--- config.mk ---
export PLATFORM = sky130hd
export DESIGN_NAME = mske_queue
export DESIGN_NICKNAME = d
export VERILOG_FILES = /design/src/rtl/mske_pkg.sv /design/src/rtl/mske_queue.sv
export SDC_FILE = /design/constraint.sdc
export NUM_CORES = 1
export LEC_CHECK = 0
export ABC_CLOCK_PERIOD_IN_PS = 2100
export BUFFER_PORTS_ARGS = -buffer_cell sky130_fd_sc_hd__buf_4
export CAP_MARGIN = 20
export CORE_MARGIN = 2
export CORE_UTILIZATION = 35
export DETAILED_ROUTE_END_ITERATION = 10
export GPL_TIMING_DRIVEN = 1
export PLACE_DENSITY = 0.56
export SLEW_MARGIN = 20
export SYNTH_ARGS = -nofsm -noshare
export SYNTH_HDL_FRONTEND = slang
export SYNTH_SLANG_ARGS = --single-unit
--- constraint.sdc ---
create_clock -name clk -period 2.1 [get_ports clk]
set_clock_uncertainty 0.05 [all_clocks]
set_input_delay 0.42 -clock clk [delete_from_list [all_inputs] [get_ports clk]]
set_output_delay 0.42 -clock clk [all_outputs]
set_load 0.02 [all_outputs]
--- src/rtl/mske_pkg.sv ---
package mske_pkg;

    localparam int SEED_W      = 16;
    localparam int WORD_W      = 32;
    localparam int HALF_W      = 16;
    localparam int EXP_BITS    = 13;
    localparam int QUO_SHIFT   = 13;
    localparam int QUO_W       = WORD_W - QUO_SHIFT;
    localparam int QUEUE_DEPTH = 2;

    localparam logic [EXP_BITS-1:0] EXPONENT = 13'h12e5;
    localparam logic [WORD_W-1:0]   RECIP    = 32'h82b87f05;
    localparam logic [13:0]         MODULUS  = 14'h3eab;

    typedef logic [SEED_W-1:0] seed_t;
    typedef logic [WORD_W-1:0] word_t;

    typedef struct packed {
        logic  valid;
        seed_t seed;
    } seed_xfer_t;

endpackage

--- src/rtl/mske_queue.sv ---
module mske_queue (
    input  logic                 clk,
    input  logic                 rst_n,
    input  mske_pkg::seed_xfer_t push,
    output logic                 full,
    input  logic                 pop_en,
    output mske_pkg::seed_xfer_t head
);
    import mske_pkg::*;

    localparam int PTR_W = (QUEUE_DEPTH > 1) ? $clog2(QUEUE_DEPTH) : 1;
    localparam int CNT_W = $clog2(QUEUE_DEPTH + 1);

    seed_t            mem_reg [QUEUE_DEPTH];
    logic [PTR_W-1:0] wr_ptr_reg;
    logic [PTR_W-1:0] rd_ptr_reg;
    logic [CNT_W-1:0] count_reg;
    logic [PTR_W-1:0] wr_ptr_next;
    logic [PTR_W-1:0] rd_ptr_next;
    logic [CNT_W-1:0] count_next;
    logic             wr;
    logic             rd;

    assign full       = (count_reg == CNT_W'(QUEUE_DEPTH));
    assign head.valid = (count_reg != '0);
    assign head.seed  = mem_reg[rd_ptr_reg];
    assign wr         = push.valid;
    assign rd         = head.valid && pop_en;

    always_comb
    begin
        wr_ptr_next = (wr_ptr_reg == PTR_W'(QUEUE_DEPTH - 1)) ? '0 : wr_ptr_reg + 1'b1;
        rd_ptr_next = (rd_ptr_reg == PTR_W'(QUEUE_DEPTH - 1)) ? '0 : rd_ptr_reg + 1'b1;
        case ({wr, rd})
            2'b10:   count_next = count_reg + 1'b1;
            2'b01:   count_next = count_reg - 1'b1;
            default: count_next = count_reg;
        endcase
    end

    always_ff @(posedge clk or negedge rst_n)
    begin
        if (!rst_n)
        begin
            wr_ptr_reg <= '0;
            rd_ptr_reg <= '0;
            count_reg  <= '0;
        end
        else
        begin
            if (wr)
            begin
                wr_ptr_reg <= wr_ptr_next;
            end
            if (rd)
            begin
                rd_ptr_reg <= rd_ptr_next;
            end
            count_reg <= count_next;
        end
    end

    always_ff @(posedge clk)
    begin
        if (wr)
        begin
            mem_reg[wr_ptr_reg] <= push.seed;
        end
    end

endmodule

# After elaboration in Yosys (flattened, before gate mapping)
# Memory sizes are Yosys's and may differ from the RTL's.
# Index checks and enable logic that the tools add are counted.
# Widths: inputs -> output; s select.
op_classes:
  addsub: 4
  multipliers: 0
  n_div: 0
  n_lt_le_gt_ge: 0
  eq_ne: 3
  shifts: 0
  muxes: 5
  n_bitwise: 0
  reduce_logical: 3
op_table:
  columns: ["cell", "count"]
  rows:
  - ["$eq 2x2->1 const B", 2]
  - ["$mux 1", 4]
  - ["$pmux 2 s2", 1]
  - ["$reduce_bool 2->1", 2]
  - ["$add 1x1->1 const B", 2]
  - ["$add 2x1->2 const B", 1]
  - ["$eq 2x1->1 const B", 1]
  - ["$sub 2x1->2 const B", 1]
  - ["$logic_and 1x1->1", 1]
word_totals:
  ff_bits: 4
  latchBits: 0
  ramBits: 32
  mem_bits_ro: 0
  out_inout_bits: 18
  memories: 1
memory_table:
  columns: ["memory", "words", "word_bits", "rd", "rd_clocked_by_memory_dff", "write_ports", "line", "source"]
  rows:
  - ["mem_reg", 2, 16, 1, 0, 1, "mske_queue.sv:14", "seed_t mem_reg [QUEUE_DEPTH];"]

# Depth between registers and ports, before layout
logic_depth:
  depth_word: 4
  ltp_mapped: 6

# Least setup slack after synthesis
# No wires, ideal clock.
synth_path:
  path_type: "input-to-reg"
  start: "input push[16] (netlist name)"
  end: "memory mem_reg[0][0] (netlist name), enable pin"
  arrival_time_ns: 1.156
  required_ns: 1.661
  setup_slack_ns: 0.506
  path_stages: 2
  cell_sequence: "inv_1 > nor2_1"
synth_via:
  elab_chain_cells: 2
synth_lines:
  columns: ["element", "line", "source"]
  rows:
  - ["start: declaration", "mske_queue.sv:4", "input mske_pkg::seed_xfer_t push,"]
  - ["$mux 1", "mske_queue.sv:65", "if (wr)"]
  - ["$mux 1 (not written as such)", "mske_queue.sv:67", "mem_reg[wr_ptr_reg] <= push.seed;"]
  - ["end: declaration", "mske_queue.sv:14", null]
# No other way between the ends.

==> impl_metrics.yaml <==
status:
  outcome: "finished, final reports clean"
global_routing:
  use_met1_pct: 11.15
  grt_max_degree: 12
  antenna_found_initial: 0
  grt_use_met2_pct: 17.25
  grt_pass1_wl_um: 3215
  grt-ovfl-total: 0
  top_usage_layer: "met2"
  grt_pass1_vias: 714
  grtUsageMet3_pct: 5.111
  track_usage_pct: 10.63
sta:
  hold_viol_final: 0
  slew_headroom_pct: 75.08
  period_minus_slack_ns: 1.940
  drv_slew: 0
  setup_violations: 0
  worst_slew_pin_slew_ns: 0.3734
  max_freq_mhz: 515.4
  fin_setup_tns_ns: 0
  rsz0062_at_grt: "false"
  setup_ws_ns: 0.1596
  period_share_pct: 92.40
yosys:
  synth_top_cell_area_share_pct: 70.46
  yosysTopAreaCell: "edfxtp_1"
  ys_ff_latch: 36
  synthesis.nets: 88
  synthSimpleGateAreaFrac_pct: 2.936
  yosys_warnings: 0
  synth_cell_types: 13
  synth-xor-area-share_pct: 3.211
  synth-compound-area-share_pct: 0
  synth_adder_area_share_pct: 0.9174
  synth_top_family_by_area: "multiplexers"
  yosys-mux-area-fraction_pct: 13.21
  syn-cell-area_um2: 1364
  synth_area_per_cell_um2: 20.36
  netlist_instances: 67
  synth_area_leaders: "edfxtp_1, mux2_2, dfrtp_1, xor2_1, buf_6"
  yosysSeqAreaShare_pct: 77.80
clock_tree:
  ctsResizeCount: 0
  cts_buffer_depth: 2
  clk_pin_slew_ns: 0.06
  cts.sinks: 36
  post-cts-setup-buffers: 0
  hold_buffers: 1
  cts_tree: "yes"
  cts-htree-levels: 2
  root_buffer: "clkbuf_8"
  cts_made_buffers: 5
  clk_latency_ns: 0.28
power:
  ir_drop_uv: 561.5
  p_leak_nw: 0.7052
  powerDensity_nw_per_um2: 1317
die:
  io_pins: 38
  rows: 22
  die_w_um: 66.42
  core_um2: 3716
  die_h_um: 66.42
  die_area_um2: 4412
  start_util_pct: 36.70
detailed_routing:
  firstDrtPassIters: 4
  vias_per_cell: 4.350
  dr_total_vias: 709
  drtIter0Drc: 26
  drc: 0
  avgRoutedWirePerCell_um: 12.67
  final_antenna_net_count: 0
  routed_wl_um: 2066
layout:
  fin_nets: 135
  num-fill-cells: 348
  drive_above_1_share_pct: 57.39
  largest_reg_flops: 32
  area_growth_pct: 33.03
  diodes: 0
setup_path:
  startpoint_type: "flop"
  crit_path_end_kind: "primary output"
  critPathArrivalTime_ns: 1.47
  crit_required_ns: 1.63
  path_class: "flop to primary output"
  cp_max_fo: 7
worst_hold_path:
  hp-class: "input port to flop"
place:
  placement.io_buffers: 37
  pre_cts_slack_ns: 0.4200
  routabilityCongestion: 0.6381
  dp_hpwl_um: 1531
job:
  max_cap_viol_count: 0
-- final timing paths --
kind | depth (start not counted) | endpoint | slack, ns | startpoint
min in group asynchronous | 2 | count_reg[0]$_DFFE_PN0P_ | 0.42 | rst_n
worst max register to register | 5 | count_reg[1]$_DFFE_PN0P_ | 0.51 | count_reg[0]$_DFFE_PN0P_
max in group asynchronous | 2 | rd_ptr_reg$_DFFE_PN0P_ | 1.47 | rst_n
worst max-delay path | 3 | head[8] | 0.16 | rd_ptr_reg$_DFFE_PN0P_
worst min register to register | 1 | count_reg[1]$_DFFE_PN0P_ | 0.45 | count_reg[1]$_DFFE_PN0P_
worst min-delay path | 1 | mem_reg[1][12]$_DFFE_PP_ | 0.28 | push[12]
-- synth_stat cells --
cell,instances
and2_1,1
and2_4,1
and2b_2,1
buf_6,2
dfrtp_1,4
edfxtp_1,32
ha_1,1
inv_1,1
mux2_2,16
nor2_1,2
or2_4,1
xnor2_1,2
xor2_1,3
-- kinds of logic after synthesis --
| kind of cell | count (synthesis) |
|---|---|
| xor gates and xnor gates | 5 |
| DFF | 36 |
| muxes | 16 |
| buffers and inverters | 3 |
| and+or+nand+nor | 6 |
| adders and majority gates | 1 |
-- worst max-delay path: stages, from the launching register on --
cell and delay (ns):
dfrtp_1 0.48, buf_4 0.21, mux2_2 0.34, buf_4 0.16
-- power by group --
| part | switching, W | leakage (nW) | internal (W) |
|---|---|---|---|
| clock network | 0.000205 | 0.0395 | 0.000235 |
| logic | 0.000444 | 0.319 | 0.000467 |
| registers | 0.0000760 | 0.347 | 0.000963 |
| total | 0.000725 | 0.705 | 0.00167 |
-- stage by stage --
stage               power [W]  std cells  utilization, %  area (um^2)  hold WS (ns)
finish               0.002390        163           48.82         1814        0.2770
global route         0.002534        163           48.82         1814        0.2577
CTS                  0.002437        163           48.82         1814        0.2651
detailed placement   0.001983        154           46.40         1724        0.1714
global placement     0.001971        154           46.40         1724        0.1685
floorplan            0.001630         67               -         1364       0.07441
-- layer usage --
layer	wire length, um	vias up
li1	-	344
met1	862	338
met2	1040	23
met3	138	4
met4	24	0
met5	0	-
-- area by class of cell --
cell class                 count  area [um^2]  share of cell area, %
clock buffer                   8        80.08                  4.414
tap                           48        60.06                  3.310
sequential                    36         1061                  58.48
timing repair buffer          42        330.3                  18.21
multi-input combinational     28        279.0                  15.38
inverter                       1        3.754                 0.2069
-- cell usage in the layout, fill, tap and decap left out --
cell type	n
and2_4	1
xnor2_1	2
edfxtp_1	32
and2_1	1
xor2_1	3
dfrtp_1	4
dlygate4sd3_1	1
buf_12	1
nor2_1	1
or2_4	1
mux2_2	16
buf_4	40
clkbuf_1	3
clkbuf_8	5
and2b_2	1
inv_1	1
ha_1	1
nor2_2	1
Power figures use the tool's default switching activity.
