File: src/rtl/mske_pkg.sv
package mske_pkg;

    localparam int SEED_W      = 16;
    localparam int WORD_W      = 32;
    localparam int HALF_W      = 16;
    localparam int EXP_BITS    = 13;
    localparam int QUO_SHIFT   = 13;
    localparam int QUO_W       = WORD_W - QUO_SHIFT;
    localparam int QUEUE_DEPTH = 2;

    localparam logic [EXP_BITS-1:0] EXPONENT = 13'h12e5;
    localparam logic [WORD_W-1:0]   RECIP    = 32'h82b87f05;
    localparam logic [13:0]         MODULUS  = 14'h3eab;

    typedef logic [SEED_W-1:0] seed_t;
    typedef logic [WORD_W-1:0] word_t;

    typedef struct packed {
        logic  valid;
        seed_t seed;
    } seed_xfer_t;

endpackage

File: src/rtl/mske_front.sv
module mske_front (
    input  logic                 clk,
    input  logic                 rst_n,
    input  logic                 seed_valid,
    output logic                 seed_stall,
    input  mske_pkg::seed_t      seed,
    input  logic                 q_full,
    output mske_pkg::seed_xfer_t push
);
    import mske_pkg::*;

    logic  valid_reg;
    seed_t seed_reg;

    assign seed_stall = valid_reg && q_full;

    always_ff @(posedge clk or negedge rst_n)
    begin
        if (!rst_n)
        begin
            valid_reg <= 1'b0;
        end
        else if (!seed_stall)
        begin
            valid_reg <= seed_valid;
        end
    end

    always_ff @(posedge clk)
    begin
        if (!seed_stall)
        begin
            seed_reg <= seed;
        end
    end

    assign push.valid = valid_reg && !q_full;
    assign push.seed  = seed_reg;

endmodule

File: config.mk
export PLATFORM = sky130hd
export DESIGN_NAME = mske_front
export DESIGN_NICKNAME = d
export VERILOG_FILES = /design/src/rtl/mske_pkg.sv /design/src/rtl/mske_front.sv
export SDC_FILE = /design/constraint.sdc
export NUM_CORES = 1
export LEC_CHECK = 0
export CORE_AREA = 2 2 39 41
export DETAILED_ROUTE_END_ITERATION = 8
export DIE_AREA = 0 0 41 43
export DONT_BUFFER_PORTS = 1
export GPL_ROUTABILITY_DRIVEN = 0
export GPL_TIMING_DRIVEN = 0
export PLACE_DENSITY = 0.62
export SYNTH_ARGS = -nofsm -noshare
export SYNTH_HDL_FRONTEND = slang
export SYNTH_SLANG_ARGS = --single-unit
export TNS_END_PERCENT = 5
File: constraint.sdc
create_clock -name clk -period 1.4 [get_ports clk]
set_clock_uncertainty 0.15 [all_clocks]
set_input_delay 0.28 -clock clk [delete_from_list [all_inputs] [get_ports clk]]
set_output_delay 0.28 -clock clk [all_outputs]
set_load 0.005 [all_outputs]
# Yosys cells after proc, flatten, opt, wreduce, memory -nomap -nowiden
# Cells that the tools add are included.
word_totals:
  reg_bits: 17
  latchBits: 0
  ram_bits: 0
  romBits: 0
  in_bits: 20
  output_inout_bits: 18
  memories: 0
op_classes:
  add_sub_neg: 0
  multipliers: 0
  n_div: 0
  magnitude_cmp: 0
  n_eq_ne: 0
  shifts: 0
  n_mux: 0
  n_bitwise: 0
  reduce_logical: 3
op_table:
  columns: ["cell", "count"]
  rows:
  - ["$logic_and A1 B1 Y1", 2]
  - ["$logic_not A1 Y1", 1]

# Logic depth before layout (Yosys ltp)
# Gate-level depths: netlist (run 1).
logic_depth:
  word_depth: 2
  depth_mapped: 1
  mapped_depth_nobuf: 1

# Worst setup path before layout (run 1)
# Ideal clock, no wire load.
synth_path:
  path_type: "register to register"
  from: "register valid_reg"
  to: "register seed_reg[0], enable pin"
  arrival_ns: 0.747
  path_slack_ns: 0.131
  path_stages_with_launch: 2
  period_less_slack_ns: 1.269
  path_cell_list: "dfrtp_1 nand2_1"
synth_between:
  elab_chain_len: 1
synth_rtl:
  columns: ["element", "line", "text"]
  rows:
  - ["from (decl)", "mske_front.sv:12", "logic valid_reg;"]
  - ["from (signal assigned)", "mske_front.sv:25", "valid_reg <= seed_valid;"]
  - ["$logic_and A1 B1 Y1", "mske_front.sv:15", "assign seed_stall = valid_reg && q_full;"]
  - ["to (signal assigned)", "mske_front.sv:33", "seed_reg <= seed;"]
  - ["to (decl)", "mske_front.sv:13", "seed_t seed_reg;"]
# Every way passes these cells.
# A chain may end at the register's enable or synchronous reset.

# Final worst setup path (run 1)
layout_path:
  from: "register valid_reg"
  to: "output seed_stall"
layout_between:
  elab_chain_len: 1
layout_rtl:
  columns: ["element", "line", "text"]
  rows:
  - ["$logic_and A1 B1 Y1", "mske_front.sv:15", null]
  - ["to (decl)", "mske_front.sv:5", "output logic seed_stall,"]
# Every way passes these cells.

==> metrics.txt, run 1 <==
status finished, final reports clean; detailed placement HPWL between 600 and 700 um; Top FF cell, synth edfxtp_1; Worst Path Required 0.97 ns; Design Area, Final just under 800 um2; Post-layout nets 65; vias post-DR 274; initial detailed-routing violation count 1; IO Port Bufs 0; CTS tree yes; Simple-Gate Fraction of Synth Area 0.0307; Syn Area/Cell 25.2 um2; PwrDens between 1000 and 1500 nW/um2; core area ~1400 um2; largest net degree at the start of global routing 17; XOR/XNOR Fraction of Synth Area 0; Layout area overhead 45.2%; initial antenna violation count 0; crit path capture type primary output; Max Cap Viol 0; top cells by area, synth edfxtp_1 (91%), dfrtp_1 (4.7%), a21o_1 (1.4%); complex-gate fraction of the synthesized area 0.0142; drt wl/cell 15.2 um; Yosys cell types 6; clock latency at the later pin of the worst-skew pair approximately 0.27 ns; total gr overflow 0; relative max-transition margin 0.758; vias in the first global route just under 300; Synth top area share 0.908; sequential fraction of the synthesis area 0.955; static leakage approximately 0.28 nW; Synth Net Count between 40 and 50; global-route wire length before repair about 1.3 mm; clk buf depth 2; Final Non-Filler Cells 60; Hold Path Class in -> async; placed insts 37; crit path buf inv count 0; clock buffer count from CTS 3; Startpoint Class flip-flop; top-count cell post-synth edfxtp_1; Hold Slack between 0.05 and 0.06 ns; adder-cell area share of the yosys netlist 0; Slew Limit Fails 0; CTS sink cnt 17; Tot GR Track Use 0.114; # DRC 0; Inserted Diodes 0; worst vdd ir roughly 570 uV; Post-DP Area ~550 um2; unrepaired setup endpoints after global routing false; final hold vios 0; drt first pass iters 2; WS Path Type reg -> out; Core Util, Final 0.555; Largest register FFs 16; delay-heaviest family, CP flip-flops; Yosys reg bits 17; Starting Density 0.382; Worst-Margin Slew between 0.3 and 0.4 ns; EDFF count, synth 16; async set-reset flop share out of synthesis 0.0588; area leader, netlist edfxtp_1; Final setup viols 0; Period minus WS final 1.30 ns; Worst-path clk slew ~0.09 ns; Mapped Cells 21; worst-path fanout max 4; post-route ant nets 0; setup repair bufs after CTS 0; Die Wd between 40 and 50 um; Multi-input gate area approximately 26 um2; cell-by-cell trace of the critical path and2_1; WP data arrival 0.87 ns; final worst path period share 0.925; YS warnings 0; row count 14; Die Ht roughly 43 um; fmax a little under 0.8 GHz; Synth Cell Area ~530 um2; number of fillers in the final layout approximately 110; Slowest Stage Delay on Critical Path approximately 0.41 ns; multiplexer share of the synthesized area 0; CP max-delay cell dfrtp_1; routed wire length 910 um; Seq. cell area about 510 um2; total die area about 1800 um2; largest family of logic cells by synthesized area simple AND/OR/NAND/NOR gates; vias per std cell around 4.6; H-tree depth 1; I/O pin cnt 38; root buf cell clkbuf_4; layout cells sized above 1 0.0909
==> report_power, final <==
group	switching, mW	total [mW]	leakage (nW)	internal, mW
registers	0.0191	0.618	0.172	0.598
clock network	0.133	0.243	0.0150	0.110
logic	0.0206	0.0595	0.0925	0.0390
total	0.172	0.920	0.279	0.748
==> per-stage QoR <==
step / total power [mW] / TNS [ns] / worst slack (ns)
2_1_floorplan: 0.637 / 0 / 0.131
3_3_place_gp: 0.645 / 0 / 0.0359
3_5_place_dp: 0.648 / -0.129 / -0.00836
4_1_cts: 0.928 / 0 / 0.0939
5_1_grt: 0.963 / 0 / 0.0320
6_report: 0.920 / 0 / 0.105
==> kinds of logic (layout without fill, tap and decap cells) <==
| kind of cell | Yosys count | after routing |
|---|---|---|
| compound gates | 1 | 1 |
| buf+inv | 0 | 23 |
| flops | 17 | 17 |
| simple gates | 3 | 3 |
==> metal layers <==
| layer | global-route usage | part of all wire | vias to the layer above |
|---|---|---|---|
| li1 | - | - | 127 |
| met1 | 0.108 | 0.36 | 127 |
| met2 | 0.203 | 0.57 | 20 |
| met3 | 0.0314 | 0.068 | 0 |
| met4 | 0.0600 | 0 | 0 |
| met5 | 0 | 0 | - |
==> cell type report <==
cell class | instances | share of cell area
well taps | 16 | 0.0261
repair buffers | 19 | 0.248
multi-input cells | 4 | 0.0342
flip-flops and latches | 17 | 0.658
clock buffers | 4 | 0.0342
==> repair_timing <==
action	4_1_cts	5_1_grt
gates resized for setup	1	0
hold buffers	19	0
hold endpoints to repair	18	0
setup endpoints to repair	16	0
==> worst paths after layout <==
kind | to | cells past startpoint | start | slack [ns]
worst max-delay path | seed_stall | 1 | valid_reg | 0.10
worst min-delay path | valid_reg | 1 | rst_n | 0.05
worst max register to register | seed_reg[13] | 1 | valid_reg | 0.20
worst min register to register | valid_reg | 1 | valid_reg | 0.41
max in group asynchronous | valid_reg | 1 | rst_n | 0.95
min in group clk | seed_reg[0] | 1 | q_full | 0.30
==> layout by cell type (no fill, tap or decap) <==
master         netlist  final
a21o_1               1      1
and2_1               1      1
nand2_2              0      1
clkbuf_4             0      3
dfrtp_1              1      1
clkbuf_1             0      1
dlygate4sd3_1        0     19
edfxtp_1            16     16
nor2b_1              1      1
Note: power is estimated with default switching activity, not from simulation.
==> inputs of run 2 (changes only) <==
--- a/config.mk
+++ b/config.mk
@@ -8,2 +8,3 @@
 export CORE_AREA = 2 2 39 41
+export CTS_BUF_LIST = sky130_fd_sc_hd__clkbuf_2 sky130_fd_sc_hd__clkbuf_4 sky130_fd_sc_hd__clkbuf_8
 export DETAILED_ROUTE_END_ITERATION = 8
==> constraint.sdc (replaced) <==
create_clock -name clk -period 1.4 [get_ports clk]
set_clock_uncertainty 0.15 [all_clocks]
set_input_delay 0.42 -clock clk [delete_from_list [all_inputs] [get_ports clk]]
set_output_delay 0.42 -clock clk [all_outputs]
set_load 0.005 [all_outputs]
==> run 2 against run 1 <==
  * The flow now finishes with violations (setup timing)
  * Critical path depth unchanged
  * Largest power group unchanged
  * Non-clock buffer count is 18 lower
  * Combinational power decreased by 61%
  * Utilization shrank 12 points
  * Clock-buffer cell count stayed put
  * Total power shrank 1.9%
  * Routed wire length down 12%
  * Fmax down 9.0%
  * Design area is 22% lower
  * Sequential share of layout area up 18 points
  * Via count decreased by 25%
==> metrics.txt, run 2 (synthesis gave the netlist of run 1 again) <==
Hold Crit Depth 0; global-route wire length before repair 1.10 mm; Total Power around 900 uW; total die area roughly 1800 um2; Worst-Margin Slew around 0.36 ns; Startpoint Class flip-flop; total gr overflow 0; Post-layout nets between 40 and 50; final worst path period share 1.02; placed insts 37; FF-to-FF Start valid_reg; PnR worst setup slack -0.0230 ns; Die Ht between 40 and 50 um; crit path buf inv count 0; row count 14; WP data arrival 0.85 ns; Tot GR Track Use 0.0989; layout cells sized above 1 0.269; failing checks setup timing; Worst-path clk slew roughly 0.09 ns; detailed placement HPWL approximately 620 um; PwrDens between 1500 and 2000 nW/um2; CTS sink cnt 17; Starting Density 0.382; clk buf depth 2; root buf cell clkbuf_4; reg2reg end seed_reg[2]; fmax approximately 0.7 GHz; WS Path Type reg -> out; vias per std cell approximately 5; clock buffer count from CTS 3; Die Wd ~41 um; status finished, violations left; static leakage between 0.2 and 0.25 nW; Worst Path Required 0.83 ns; delay-heaviest family, CP flip-flops; crit path capture type primary output; routed wire length 798 um; Seq. cell area 505 um2; # DRC 0; unrepaired setup endpoints after global routing true; most frequent cells in the layout edfxtp_1 (16), clkbuf_4 (4); most common cell after layout, fill and taps aside edfxtp_1; Final Non-Filler Cells 42; CP max-delay cell dfrtp_1; drt wl/cell around 19 um; CTS tree yes; drt first pass iters 3; Hold Startpoint seed[15]; Slowest Stage Delay on Critical Path 0.43 ns; Largest register FFs 16; final hold vios 0; r2r setup slk 0.19 ns; setup TNS -0.0437 ns; Layout area overhead 13.7%; IO Port Bufs 0; Hold Path Class in -> reg; cell-by-cell trace of the critical path and2_4; number of fillers in the final layout between 100 and 150; initial antenna violation count 0; relative max-transition margin 0.758; post-route ant nets 0; worst vdd ir ~640 uV; Multi-input gate area between 30 and 40 um2; Setup WS pre-CTS -0.0213 ns; Max Cap Viol 0; vias post-DR around 200; largest net degree at the start of global routing 17; Register-to-Register Path Depth 1; worst-path fanout max 4; core area 1380 um2; initial detailed-routing violation count 9; H-tree depth 1; Levels on crit path 1; clock latency at the later pin of the worst-skew pair 0.27 ns; Hold EP seed_reg[15]; Slew Limit Fails 0; I/O pin cnt 38; Core Util, Final 0.435; vias in the first global route approximately 230; Inserted Diodes 0; Period minus WS final about 1.4 ns; Final setup viols 2
==> run 2: metal layers <==
layer | part of all wire | vias to the layer above | track usage | wire length (um)
met2 | 0.55 | 20 | 0.144 | 435
met1 | 0.38 | 97 | 0.120 | 302
met5 | 0 | - | 0 | 0
met3 | 0.074 | 0 | 0.0366 | 59
li1 | - | 89 | - | -
met4 | 0 | 0 | 0.0600 | 0
==> run 2: power by group <==
part	internal (mW)	leakage (nW)	switching [mW]
Sequential	0.599	0.172	0.0194
Clock	0.130	0.0184	0.132
Combinational	0.00938	0.0261	0.0138
Total	0.738	0.216	0.165
==> run 2: cell type report <==
class / count / share of cell area
clock buffer: 4 / 0.0499
multi-input combinational: 4 / 0.0603
sequential: 17 / 0.840
tap: 16 / 0.0333
timing repair buffer: 1 / 0.0166
==> run 2: per-stage QoR <==
| stage | hold WS, ns | area [um2] |
|---|---|---|
| after floorplan | -0.0256 | 529 |
| after global placement | -0.0256 | 549 |
| after detailed placement | -0.0255 | 549 |
| after CTS | 0.0782 | 592 |
| after global routing | 0.0621 | 602 |
| final | 0.0857 | 602 |
==> run 2: worst max-delay path by stage <==
stage                     startpoint      endpoint  slack [ns]
after global routing       valid_reg      push[16]       -0.08
after CTS                  valid_reg  seed_reg[12]       -0.03
final                      valid_reg    seed_stall       -0.02
after global placement        q_full  seed_reg[15]        0.02
after detailed placement      q_full   seed_reg[8]       -0.02
after floorplan               q_full   seed_reg[0]        0.10
==> run 2: repair_timing <==
action / 4_1_cts / 5_1_grt
resized for setup: 1 / 3
pin swaps: 0 / 1
setup buffers: 0 / 0
endpoints found under the setup margin: 18 / 18
hold buffers: 1 / 0
hold endpoints to repair: 1 / 0
